$ cat config.mk
export PLATFORM = sky130hd
export DESIGN_NAME = polygon_region_color_average_core
export DESIGN_NICKNAME = d
export VERILOG_FILES = /design/src/hw/rtl/prca_pkg.sv /design/src/hw/rtl/prca_front.sv /design/src/hw/rtl/prca_fifo.sv /design/src/hw/rtl/prca_back.sv /design/src/hw/rtl/polygon_region_color_average_core.sv
export SDC_FILE = /design/constraint.sdc
export NUM_CORES = 2
export LEC_CHECK = 0
export BUFFER_PORTS_ARGS = -buffer_cell sky130_fd_sc_hd__clkbuf_2
export CAP_MARGIN = 0
export CORE_ASPECT_RATIO = 1.2
export CORE_UTILIZATION = 59
export DETAILED_ROUTE_END_ITERATION = 10
export PLACE_DENSITY = 0.79
export RECOVER_POWER = 100
export SETUP_SLACK_MARGIN = 0.05
export SLEW_MARGIN = 0
export SYNTH_ARGS = -nofsm -noshare
export SYNTH_HDL_FRONTEND = slang
export SYNTH_HIERARCHICAL = 1
export SYNTH_SLANG_ARGS = --single-unit
$ cat constraint.sdc
create_clock -name clk_i -period 10.22 [get_ports clk_i]
set_clock_uncertainty 0.05 [all_clocks]
set_input_delay 0.511 -clock clk_i [delete_from_list [all_inputs] [get_ports clk_i]]
set_output_delay 0.511 -clock clk_i [all_outputs]
set_load 0.02 [all_outputs]
$ cat src/hw/rtl/prca_pkg.sv
// ----------------------------------------------------------------------------
// prca_pkg
// Shared types and constants of the polygon region color average core.
// ----------------------------------------------------------------------------
package prca_pkg;

  localparam int unsigned NumVertsDef  = 6;
  localparam int unsigned CoordBitsDef = 12;
  localparam int unsigned FifoDepthDef = 2;

  localparam int unsigned FieldCoordW = 12;
  localparam int unsigned ChanW       = 8;
  localparam int unsigned SumW        = 32;
  localparam int unsigned CountW      = 25;
  localparam int unsigned NumChan     = 3;
  localparam int unsigned DivBits     = 8;

  localparam logic [ChanW-1:0]  MeanMax  = 8'hFF;
  localparam logic [SumW-1:0]   SumMax   = '1;
  localparam logic [CountW-1:0] CountMax = '1;

  typedef enum logic [1:0] {
    OP_NOP  = 2'd0,
    OP_VERT = 2'd1,
    OP_PIX  = 2'd2
  } op_e;

  typedef struct packed {
    logic                   req_type;
    logic [2:0]             vert_index;
    logic [FieldCoordW-1:0] px_x;
    logic [FieldCoordW-1:0] px_y;
    logic [ChanW-1:0]       red;
    logic [ChanW-1:0]       green;
    logic [ChanW-1:0]       blue;
    logic                   last;
  } in_t;

  typedef struct packed {
    logic [ChanW-1:0]  mean_red;
    logic [ChanW-1:0]  mean_green;
    logic [ChanW-1:0]  mean_blue;
    logic [CountW-1:0] pixel_count;
    logic              empty_res;
  } out_t;

  typedef struct packed {
    op_e op;
    in_t data;
  } item_t;

  typedef struct packed {
    logic  valid;
    item_t item;
  } qhead_t;

endpackage

$ cat src/hw/rtl/prca_front.sv
// ----------------------------------------------------------------------------
// prca_front
// Accepts transactions and classifies them as vertex load, pixel or no-op.
// ----------------------------------------------------------------------------
`default_nettype none

module prca_front #(
  parameter int unsigned NumVerts = prca_pkg::NumVertsDef
) (
  input  wire              in_valid_i,
  output logic             in_ready_o,
  input  prca_pkg::in_t    in_data_i,
  input  wire              q_full_i,
  output logic             q_push_o,
  output prca_pkg::item_t  q_item_o
);

  prca_pkg::op_e op;

  always_comb begin
    if (in_data_i.req_type) begin
      op = prca_pkg::OP_PIX;
    end else if (32'(in_data_i.vert_index) < 32'(NumVerts)) begin
      op = prca_pkg::OP_VERT;
    end else begin
      op = prca_pkg::OP_NOP;
    end
  end

  assign in_ready_o    = !q_full_i;
  assign q_push_o      = in_valid_i && !q_full_i;
  assign q_item_o.op   = op;
  assign q_item_o.data = in_data_i;

endmodule

`default_nettype wire

$ cat src/hw/rtl/prca_fifo.sv
// ----------------------------------------------------------------------------
// prca_fifo
// Short queue of classified transactions between front and back.
// ----------------------------------------------------------------------------
`default_nettype none

module prca_fifo #(
  parameter int unsigned Depth = prca_pkg::FifoDepthDef
) (
  input  wire              clk_i,
  input  wire              rst_ni,
  input  wire              push_i,
  input  prca_pkg::item_t  item_i,
  output logic             full_o,
  input  wire              pop_i,
  output prca_pkg::qhead_t head_o
);

  localparam int unsigned PtrW = (Depth > 1) ? $clog2(Depth) : 1;
  localparam int unsigned CntW = $clog2(Depth + 1);

  prca_pkg::item_t mem_q [Depth];
  logic [PtrW-1:0] wr_q, wr_d, rd_q, rd_d;
  logic [CntW-1:0] cnt_q, cnt_d;
  logic            do_push, do_pop;

  assign full_o       = (cnt_q == CntW'(Depth));
  assign do_push      = push_i && !full_o;
  assign do_pop       = pop_i && (cnt_q != '0);
  assign head_o.valid = (cnt_q != '0);
  assign head_o.item  = mem_q[rd_q];

  always_comb begin
    wr_d  = wr_q;
    rd_d  = rd_q;
    cnt_d = cnt_q;
    if (do_push) begin
      wr_d = (wr_q == PtrW'(Depth - 1)) ? '0 : wr_q + PtrW'(1);
    end
    if (do_pop) begin
      rd_d = (rd_q == PtrW'(Depth - 1)) ? '0 : rd_q + PtrW'(1);
    end
    if (do_push && !do_pop) begin
      cnt_d = cnt_q + CntW'(1);
    end else if (do_pop && !do_push) begin
      cnt_d = cnt_q - CntW'(1);
    end
  end

  always_ff @(posedge clk_i or negedge rst_ni) begin
    if (!rst_ni) begin
      wr_q  <= '0;
      rd_q  <= '0;
      cnt_q <= '0;
    end else begin
      wr_q  <= wr_d;
      rd_q  <= rd_d;
      cnt_q <= cnt_d;
    end
  end

  always_ff @(posedge clk_i) begin
    if (do_push) begin
      mem_q[wr_q] <= item_i;
    end
  end

endmodule

`default_nettype wire

$ cat src/hw/rtl/prca_back.sv
// ----------------------------------------------------------------------------
// prca_back
// Executes queued transactions: vertex store, edge walk, sums, mean divider.
// ----------------------------------------------------------------------------
`default_nettype none

module prca_back #(
  parameter int unsigned NumVerts  = prca_pkg::NumVertsDef,
  parameter int unsigned CoordBits = prca_pkg::CoordBitsDef
) (
  input  wire              clk_i,
  input  wire              rst_ni,
  input  prca_pkg::qhead_t head_i,
  output logic             pop_o,
  output logic             out_valid_o,
  input  wire              out_ready_i,
  output prca_pkg::out_t   out_data_o
);

  localparam int unsigned CW   = CoordBits;
  localparam int unsigned PW   = 2 * CW + 3;
  localparam int unsigned EW   = $clog2(NumVerts + 1);
  localparam int unsigned IW   = $clog2(NumVerts);
  localparam int unsigned NC   = prca_pkg::NumChan;
  localparam int unsigned SW   = prca_pkg::SumW;
  localparam int unsigned KW   = prca_pkg::CountW;
  localparam int unsigned QW   = prca_pkg::ChanW;
  localparam int unsigned BW   = $clog2(prca_pkg::DivBits + 1);

  typedef enum logic [4:0] {
    ST_IDLE = 5'b00001,
    ST_EDGE = 5'b00010,
    ST_ACC  = 5'b00100,
    ST_DIV  = 5'b01000,
    ST_OUT  = 5'b10000
  } state_e;

  state_e state_q, state_d;

  logic [CW-1:0] vx_q [NumVerts];
  logic [CW-1:0] vy_q [NumVerts];

  logic [CW-1:0] cx_q, cy_q, xj_q, yj_q;
  logic [CW-1:0] minx_q, maxx_q, miny_q, maxy_q;
  logic [QW-1:0] col_q [NC];
  logic          last_q;
  logic [EW-1:0] edge_q;
  logic          parity_q;

  logic signed [PW-1:0] p1_q, p2_q;
  logic                 cond_q, dpos_q, aneg_q, vld_q;

  logic [SW-1:0] sum_q [NC];
  logic [KW-1:0] cnt_q;
  logic [SW-1:0] rem_q [NC];
  logic [QW-1:0] quo_q [NC];
  logic          clamp_q [NC];
  logic [KW-1:0] dcnt_q;
  logic [BW-1:0] bit_q;

  logic           out_valid_q;
  prca_pkg::out_t out_q;

  // edge datapath
  logic [IW-1:0]       vidx;
  logic [CW-1:0]       xi, yi, px, py;
  logic signed [CW:0]  dx, dyp, dd, da;
  logic signed [CW+1:0] kv;
  logic signed [PW-1:0] p1, p2;
  logic                cond, hit;

  assign vidx = (edge_q < EW'(NumVerts)) ? edge_q[IW-1:0] : '0;
  assign xi   = vx_q[vidx];
  assign yi   = vy_q[vidx];
  assign px   = CW'(head_i.item.data.px_x);
  assign py   = CW'(head_i.item.data.px_y);
  assign dx   = $signed({1'b0, xj_q}) - $signed({1'b0, xi});
  assign dyp  = $signed({1'b0, cy_q}) - $signed({1'b0, yi});
  assign dd   = $signed({1'b0, yj_q}) - $signed({1'b0, yi});
  assign da   = $signed({1'b0, cx_q}) - $signed({1'b0, xi});
  assign kv   = $signed({da[CW], da}) + $signed({{(CW + 1){1'b0}}, ~da[CW]});
  assign p1   = dx * dyp;
  assign p2   = kv * dd;
  assign cond = (yi > cy_q) != (yj_q > cy_q);

  always_comb begin
    if (aneg_q) begin
      hit = dpos_q ? (p1_q > p2_q) : (p1_q < p2_q);
    end else begin
      hit = dpos_q ? (p1_q >= p2_q) : (p1_q <= p2_q);
    end
  end

  // accumulate
  logic          in_region;
  logic [SW-1:0] nsum [NC];
  logic [SW:0]   ssum [NC];
  logic [KW-1:0] ncnt;

  assign in_region = parity_q && (cx_q >= minx_q) && (cx_q < maxx_q)
                     && (cy_q >= miny_q) && (cy_q < maxy_q);

  always_comb begin
    for (int l = 0; l < NC; l++) begin
      ssum[l] = {1'b0, sum_q[l]} + (SW + 1)'(col_q[l]);
      if (!in_region) begin
        nsum[l] = sum_q[l];
      end else if (ssum[l][SW]) begin
        nsum[l] = prca_pkg::SumMax;
      end else begin
        nsum[l] = ssum[l][SW-1:0];
      end
    end
    ncnt = (in_region && cnt_q != prca_pkg::CountMax) ? cnt_q + KW'(1) : cnt_q;
  end

  // divider step
  logic [SW:0] sh;
  logic        ge [NC];
  logic        can_load;

  assign sh       = (SW + 1)'(dcnt_q) << bit_q;
  assign can_load = !out_valid_q || out_ready_i;

  always_comb begin
    for (int l = 0; l < NC; l++) begin
      ge[l] = {1'b0, rem_q[l]} >= sh;
    end
  end

  assign pop_o = (state_q == ST_IDLE) && head_i.valid;

  always_comb begin
    state_d = state_q;
    unique case (state_q)
      ST_IDLE: begin
        if (pop_o && head_i.item.op == prca_pkg::OP_PIX) begin
          state_d = ST_EDGE;
        end
      end
      ST_EDGE: begin
        if (edge_q == EW'(NumVerts)) begin
          state_d = ST_ACC;
        end
      end
      ST_ACC: begin
        state_d = last_q ? ST_DIV : ST_IDLE;
      end
      ST_DIV: begin
        if (bit_q == '0) begin
          state_d = ST_OUT;
        end
      end
      ST_OUT: begin
        if (can_load) begin
          state_d = ST_IDLE;
        end
      end
      default: state_d = ST_IDLE;
    endcase
  end

  always_ff @(posedge clk_i or negedge rst_ni) begin
    if (!rst_ni) begin
      state_q     <= ST_IDLE;
      out_valid_q <= 1'b0;
      vld_q       <= 1'b0;
      cnt_q       <= '0;
      for (int v = 0; v < NumVerts; v++) begin
        vx_q[v] <= '0;
        vy_q[v] <= '0;
      end
      for (int l = 0; l < NC; l++) begin
        sum_q[l] <= '0;
      end
    end else begin
      state_q <= state_d;
      vld_q   <= (state_q == ST_EDGE) && (edge_q != EW'(NumVerts));
      if (state_q == ST_OUT && can_load) begin
        out_valid_q <= 1'b1;
      end else if (out_ready_i) begin
        out_valid_q <= 1'b0;
      end
      if (pop_o && head_i.item.op == prca_pkg::OP_VERT) begin
        for (int v = 0; v < NumVerts; v++) begin
          if (32'(head_i.item.data.vert_index) == 32'(v)) begin
            vx_q[v] <= px;
            vy_q[v] <= py;
          end
        end
      end
      if (state_q == ST_ACC) begin
        for (int l = 0; l < NC; l++) begin
          sum_q[l] <= last_q ? '0 : nsum[l];
        end
        cnt_q <= last_q ? '0 : ncnt;
      end
    end
  end

  always_ff @(posedge clk_i) begin
    if (pop_o && head_i.item.op == prca_pkg::OP_PIX) begin
      cx_q     <= px;
      cy_q     <= py;
      col_q[0] <= head_i.item.data.red;
      col_q[1] <= head_i.item.data.green;
      col_q[2] <= head_i.item.data.blue;
      last_q   <= head_i.item.data.last;
      xj_q     <= vx_q[NumVerts-1];
      yj_q     <= vy_q[NumVerts-1];
      minx_q   <= vx_q[0];
      maxx_q   <= vx_q[0];
      miny_q   <= vy_q[0];
      maxy_q   <= vy_q[0];
      edge_q   <= '0;
      parity_q <= 1'b0;
    end
    if (state_q == ST_EDGE) begin
      if (edge_q != EW'(NumVerts)) begin
        p1_q   <= p1;
        p2_q   <= p2;
        cond_q <= cond;
        dpos_q <= !dd[CW] && (dd != '0);
        aneg_q <= da[CW];
        xj_q   <= xi;
        yj_q   <= yi;
        edge_q <= edge_q + EW'(1);
        if (xi < minx_q) minx_q <= xi;
        if (xi > maxx_q) maxx_q <= xi;
        if (yi < miny_q) miny_q <= yi;
        if (yi > maxy_q) maxy_q <= yi;
      end
      if (vld_q && cond_q && hit) begin
        parity_q <= !parity_q;
      end
    end
    if (state_q == ST_ACC) begin
      for (int l = 0; l < NC; l++) begin
        rem_q[l] <= nsum[l];
      end
      dcnt_q <= ncnt;
      bit_q  <= BW'(prca_pkg::DivBits);
    end
    if (state_q == ST_DIV) begin
      for (int l = 0; l < NC; l++) begin
        if (bit_q == BW'(prca_pkg::DivBits)) begin
          clamp_q[l] <= ge[l];
          quo_q[l]   <= '0;
        end else if (ge[l]) begin
          rem_q[l]                 <= rem_q[l] - sh[SW-1:0];
          quo_q[l][bit_q[BW-2:0]] <= 1'b1;
        end
      end
      if (bit_q != '0) begin
        bit_q <= bit_q - BW'(1);
      end
    end
    if (state_q == ST_OUT && can_load) begin
      out_q.pixel_count <= dcnt_q;
      out_q.empty_res   <= (dcnt_q == '0);
      out_q.mean_red    <= (dcnt_q == '0) ? '0 : clamp_q[0] ? prca_pkg::MeanMax : quo_q[0];
      out_q.mean_green  <= (dcnt_q == '0) ? '0 : clamp_q[1] ? prca_pkg::MeanMax : quo_q[1];
      out_q.mean_blue   <= (dcnt_q == '0) ? '0 : clamp_q[2] ? prca_pkg::MeanMax : quo_q[2];
    end
  end

  assign out_valid_o = out_valid_q;
  assign out_data_o  = out_q;

endmodule

`default_nettype wire

$ cat src/hw/rtl/polygon_region_color_average_core.sv
// ----------------------------------------------------------------------------
// polygon_region_color_average_core
// Mean RGB color of the pixels inside a polygon, even-odd crossing test.
// ----------------------------------------------------------------------------
// channel  dir  payload            handshake
// in       in   prca_pkg::in_t     in_valid_i / in_ready_o
// out      out  prca_pkg::out_t    out_valid_o / out_ready_i
//
// The back end stores a vertex load as it pops it. A pixel runs the edge walk
// through one shared pair of multipliers, then its sums update; a last pixel
// then runs the bit-serial mean divider and the output load.
// Reset is asynchronous; vertices, sums and count clear at once.
// A 2-entry queue lets input accept while the back end works or the output stalls.
// ----------------------------------------------------------------------------
`default_nettype none

module polygon_region_color_average_core #(
  parameter int unsigned NumVerts  = prca_pkg::NumVertsDef,
  parameter int unsigned CoordBits = prca_pkg::CoordBitsDef
) (
  input  wire             clk_i,
  input  wire             rst_ni,
  input  wire             in_valid_i,
  output logic            in_ready_o,
  input  prca_pkg::in_t   in_data_i,
  output logic            out_valid_o,
  input  wire             out_ready_i,
  output prca_pkg::out_t  out_data_o
);

  logic             q_full, q_push, q_pop;
  prca_pkg::item_t  q_item;
  prca_pkg::qhead_t q_head;

  prca_front #(
    .NumVerts (NumVerts)
  ) u_front (
    .in_valid_i (in_valid_i),
    .in_ready_o (in_ready_o),
    .in_data_i  (in_data_i),
    .q_full_i   (q_full),
    .q_push_o   (q_push),
    .q_item_o   (q_item)
  );

  prca_fifo #(
    .Depth (prca_pkg::FifoDepthDef)
  ) u_fifo (
    .clk_i  (clk_i),
    .rst_ni (rst_ni),
    .push_i (q_push),
    .item_i (q_item),
    .full_o (q_full),
    .pop_i  (q_pop),
    .head_o (q_head)
  );

  prca_back #(
    .NumVerts  (NumVerts),
    .CoordBits (CoordBits)
  ) u_back (
    .clk_i       (clk_i),
    .rst_ni      (rst_ni),
    .head_i      (q_head),
    .pop_o       (q_pop),
    .out_valid_o (out_valid_o),
    .out_ready_i (out_ready_i),
    .out_data_o  (out_data_o)
  );

endmodule

`default_nettype wire

; Word-level counts from Yosys, hierarchy flattened
; Memory sizes are Yosys's and may differ from the RTL's.
; Index checks and enable logic that the tools add are counted.
[totals]
ff_bits = 513
ramBits = 257
inputBits = 57
out_inout_bits = 52
memories = 5
[classes]
add_sub_neg = 18
n_mul = 2
magnitude_cmp = 22
eq_ne = 22
shifts = 1
n_mux = 122
n_bitwise = 29
reduce_logical = 42
[mem_list]
columns = memory, depth, width, rd, rd_ports_with_merged_regs, wr, line_no
row1 = u_fifo.mem_q, 2, 55, 1, 0, 1, prca_fifo.sv:22  ; prca_pkg::item_t mem_q [Depth];
row2 = u_back.rem_q, 3, 32, 3, 0, 3, prca_back.sv:55  ; logic [SW-1:0] rem_q [NC];
row3 = u_back.col_q, 3, 8, 3, 0, 3, prca_back.sv:45  ; logic [QW-1:0] col_q [NC];
row4 = u_back.quo_q, 3, 8, 3, 0, 3, prca_back.sv:56  ; logic [QW-1:0] quo_q [NC];
row5 = u_back.clamp_q, 3, 1, 3, 0, 3, prca_back.sv:57  ; logic clamp_q [NC];
[op_table]
columns = operator, count
row1 = two-way mux 32 bit, 12
row2 = two-way mux 12 bit, 26
row3 = adder 32 x 8 -> 33 bit, 3
row4 = >= comparator 32 x 33 -> 1 bit, 3
row5 = subtractor 32 bit, 3
row6 = binary-select mux 12 bit (select 3 bit), 2
row7 = two-way mux 1 bit, 57
row8 = subtractor 12 x 12 -> 13 bit, 4
row9 = two-way mux 25 bit, 2
row10 = greater-than comparator 12 bit, 4
row11 = less-than comparator 12 bit, 4
row12 = two-way mux 8 bit, 6
row13 = left shift 25 x 4 -> 33 bit, 1
row14 = >= comparator 27 bit, 1
row15 = greater-than comparator 27 bit, 1
row16 = less-or-equal comparator 27 bit, 1
row17 = less-than comparator 27 bit, 1
row18 = multiplier 14 x 13 -> 27 bit, 1
row19 = bitwise OR 1 bit, 27
row20 = multiplier 13 x 13 -> 26 bit, 1
row21 = adder 25 x 1 -> 25 bit (second input constant), 1
row22 = zero test 25 bit, 1
row23 = inequality test 25 bit (second input constant), 1
row24 = case mux 5 bit (5 select lines), 1
row25 = 43 further kinds, 94

; Logic depth before layout (Yosys ltp)
[logic_depth]
depth_word = 10
depth_mapped = 46
depth_no_buf = 44

; By module
; The synthesis kept the hierarchy.
[by_module_without_submodules]
columns = module, instances, cells_per_inst, area_per_inst_um2, seq_area_each_um2
row1 = prca_back, 1, 5680, 54925.2, 17428.0
row2 = prca_fifo, 1, 190, 4334.2, 3403.3
row3 = prca_front, 1, 57, 424.2, 0.0

; Least setup slack after synthesis
; OpenSTA, ideal clock, no wires.
[synth_timing]
path_type = register to register
start = reg u_back.edge_q[0]
end = reg u_back.p2_q[26] (data pin)
arrival_time_ps = 10317
t_required_ps = 9911
setup_slack_ps = -407
stages_incl_launch_ff = 44
synth_period_minus_slack_ps = 10627
path_cell_list = dfxtp_1 buf_6 buf_2 buf_1 buf_1 mux2i_1 nand2_1 o221ai_1 ha_1 o311a_1 or2_0 clkbuf_1 o2111a_1 o211a_1 o31ai_2 nand2_1 ha_1 ha_1 [... 8 more ...] fa_1 inv_1 fa_1 fa_1 fa_1 inv_1 fa_1 inv_1 ha_1 and2_1 a311o_1 nor3_1 o31ai_1 o41ai_1 o21ai_0 nor3_1 o21bai_1 xnor2_1
[synth_between]
elab_chain_len = 10
[synth_lines]
columns = element, line_no
row1 = start: declaration, prca_back.sv:47  ; logic [EW-1:0] edge_q;
row2 = start signal: assignment, prca_back.sv:227  ; edge_q <= edge_q + EW'(1);
row3 = less-than comparator 3 bit, prca_back.sv:72  ; assign vidx = (edge_q < EW'(NumVerts)) ? edge_q[IW-1:0] : '0;
row4 = two-way mux 3 bit (*), prca_back.sv:72
row5 = NOT 3 -> 4 bit (not written as such) (*), "prca_back.sv:73, prca_back.sv:74"
row6 = binary-select mux 12 bit (select 3 bit), prca_back.sv:73  ; assign xi = vx_q[vidx];
row7 = two-way mux 12 bit (not written as such) (2 in series), prca_back.sv:73
row8 = subtractor 12 x 12 -> 13 bit, prca_back.sv:80  ; assign da = $signed({1'b0, cx_q}) - $signed({1'b0, xi});
row9 = NOT 1 bit, prca_back.sv:81  ; assign kv = $signed({da[CW], da}) + $signed({{(CW + 1){1'b0}}, ~da[CW]});
row10 = adder 13 x 2 -> 14 bit, prca_back.sv:81
row11 = multiplier 14 x 13 -> 27 bit (*), prca_back.sv:83  ; assign p2 = kv * dd;
row12 = named net u_back.p2[26], prca_back.sv:69  ; logic signed [PW-1:0] p1, p2;
row13 = end signal: assignment, prca_back.sv:221  ; p2_q <= p2;
row14 = end: declaration, prca_back.sv:50  ; logic signed [PW-1:0] p1_q, p2_q;
; Mark *: on every way through the listed nets, which the timed path passes. The rest lies on a longest branch. The select of a mux whose other input is x is not followed.
; A chain may end at the register's enable or synchronous reset.

; Final worst setup path
[layout_timing]
start = reg u_back/vx_q[0] in the netlist's numbering
end = reg u_back.p2_q[26] (data pin)
[layout_between]
elab_chain_len = 7
[layout_lines]
columns = element, line_no
row1 = start: declaration, prca_back.sv:40  ; logic [CW-1:0] vx_q [NumVerts];
row2 = start signal: indexed assignment, prca_back.sv:187  ; vx_q[v] <= px;
row3 = binary-select mux 12 bit (select 3 bit) (*), prca_back.sv:73
row4 = two-way mux 12 bit (not written as such) (*) (2 in series), prca_back.sv:73
row5 = subtractor 12 x 12 -> 13 bit (*), prca_back.sv:80
row6 = NOT 1 bit, prca_back.sv:81
row7 = adder 13 x 2 -> 14 bit (*), prca_back.sv:81
row8 = multiplier 14 x 13 -> 27 bit (*), prca_back.sv:83
row9 = named net u_back.p2[26], prca_back.sv:69
; Marked as above.

==> impl_metrics.toml <==
[outcome]
status = "finished, violations left"
violations = "capacitance limit, slew limit"

[min_path]
hold-path-cell-count = 1
hold_start = "in_data_i[5]"
hold-path-endpoint = "u_fifo/mem_q[1][5]"
hp-class = "in -> reg"

[timing]
setup_viol = 0
whs_ns = 0.03686
slew_headroom_pct = -347.7
rsz0062_at_grt = "true"
min_period_ns = 10.02
slew_viol_final = 1070
finalCritPeriodShare_pct = 98.01
worst_pin_slew_ns = 6.715
clock.fmax_ghz = 0.09984
hold_viol_final = 0

[worst_setup_path]
r2r-start = "u_back/vx_q[0]"
r2r-end = "u_back/p2_q[26]"
cp-end-kind = "flop"
crit_path_max_fanout = 4
cp_data_required_time_ns = 10.55
start_kind = "flop"
critPathArrivalTime_ns = 10.35
slowest_stage = "fa_1"
reg2reg_depth = 41
slowest_delay_ns = 0.57
critPathKind = "reg -> reg"
r2r_slack_ns = 0.20

[detailed_routing]
drc = 0
route.vias.total = 46490
drtAntennaViolNets = 0
drt_iter0_markers = 3771
wl_per_cell_um = 22.48
finalWirelength_mm = 167.5
drt_pass1_iterations = 6
viasPerCell = 6.238

[clock_tree]
clock-root-buffer = "clkbuf_16"
cts_tree = "built"
clkTransAtPathRegs_ns = 0.06
clkLatencyLatePin_ns = 0.69
clock_path_buffers = 3
htreeDepth = 3
cts_buffers = 82
cts_sinks = 767

[synthesis]
yosysWarnings = 6
postSynthAreaPerCell_um2 = 10.06
syn_area_mm2 = 0.05960
syn_inst = 5923
syn-num-nets = 6755

[placed_design]
dp_hpwl_mm = 124.7
port_buffers = 108
place.gp.congestion = 0.9835
place_area_mm2 = 0.06201

[finish]
layout_commonest_cell = "inv_1"
area_delta_synth_final_pct = 9.860
nets = 6923
fin_area_mm2 = 0.06548
layout-drive-gt1-share_pct = 11.26
final_cell_mix = "inv_1, nand2_1, ha_1, edfxtp_1, nor2_1"

[floorplanning]
initial_utilization_pct = 59.63
die_x_um = 292.2
die_h_um = 350.2
die_area_mm2 = 0.1023
io_pins = 109
row_count = 127
fp.coreArea_mm2 = 0.09995

[grt]
grt_max_degree = 174
gr-total-overflow = 0
grt_pass1_vias = 47060
antenna_found_initial = 2
grt_util_all_layers_pct = 32.86
grt_pass1_wl_mm = 261.1

[run]
max_cap_violations = 18
## flip-flops by register name (all words and copies together) (netlist names), 4 cells and up
signal,count
u_back/cx_q,12
u_back/state_q,5
u_back/rem_q,96
u_back/out_data_o,50
u_back/maxx_q,12
u_back/xj_q,12
u_back/sum_q,96
u_back/vy_q,72
u_back/col_q,24
u_back/minx_q,12
u_back/maxy_q,12
u_back/yj_q,12
u_back/dcnt_q,25
u_back/vx_q,72
u_back/miny_q,12
u_back/quo_q,24
u_fifo/mem_q,108
u_back/bit_q,4
u_back/cnt_q,25
u_back/p2_q,27
u_back/cy_q,12
u_back/p1_q,26
## layout make-up
| cell class | instances | area [um^2] |
|---|---|---|
| Tap cell | 1290 | 1614 |
| Timing Repair Buffer | 366 | 2422 |
| Inverter | 572 | 2150 |
| Antenna cell | 1 | 2.502 |
| Sequential cell | 767 | 20780 |
| Clock buffer | 101 | 2173 |
| Multi-Input combinational cell | 4302 | 35600 |
| Fill cell | 7693 | 34470 |
| Clock inverter | 53 | 745.7 |
## layer usage
layer | vias to the layer above | share of wire [%] | GRT usage (%)
met5 | - | 0.0066 | 0
met4 | 2 | 7.4 | 21.48
met3 | 604 | 6.4 | 4.409
met2 | 1997 | 49 | 57.26
met1 | 22740 | 37 | 38.02
li1 | 21140 | - | -
## worst max-delay path, delay by kind of cell (launching register included)
family / cells / cell delay [ns]
mux: 2 / 0.73
simple gates: 7 / 1.06
buf+inv: 7 / 0.48
flops: 1 / 0.42
fa+ha+maj: 12 / 4.24
compound gates: 11 / 2.40
xor+xnor: 2 / 0.32
## worst max-delay path by stage
stage / start / endpoint / slack (ns) / depth (start not counted)
finish: u_back/vx_q[0] / u_back/p2_q[26] / 0.20 / 41
global route: u_back/vx_q[0] / u_back/p2_q[26] / -0.17 / 41
CTS: u_back/edge_q[0] / u_back/p2_q[25] / 0.09 / 43
detailed placement: u_back/edge_q[2] / u_back/p2_q[26] / -0.24 / 40
global placement: u_back/edge_q[2] / u_back/p2_q[26] / -0.09 / 41
floorplan: u_back/edge_q[0] / u_back/p2_q[26] / 0.07 / 43
## what timing repair did
| item | in CTS | in global routing |
|---|---|---|
| buffers inserted | 0 | 24 |
| endpoints found under the hold margin | 179 | 0 |
| setup endpoints to repair | 4 | 14 |
| hold buffers | 39 | 0 |
| resized for setup | 7 | 69 |
| pin swaps | 1 | 48 |
## stage by stage
step                instances  utilization, %  TNS, ns  worst slack (ns)
floorplan                5923               -        0           0.07296
global placement         7234           62.04  -0.1231          -0.09139
detailed placement       7234           62.04  -0.4687           -0.2371
CTS                      7427           65.39        0           0.09000
global route             7451           65.51  -0.4474           -0.1653
finish                   7452           65.51        0            0.2036
Power is left out: the tool's default activity adds up to more than one toggle a clock period on the data nets, which glitch-free logic cannot reach.
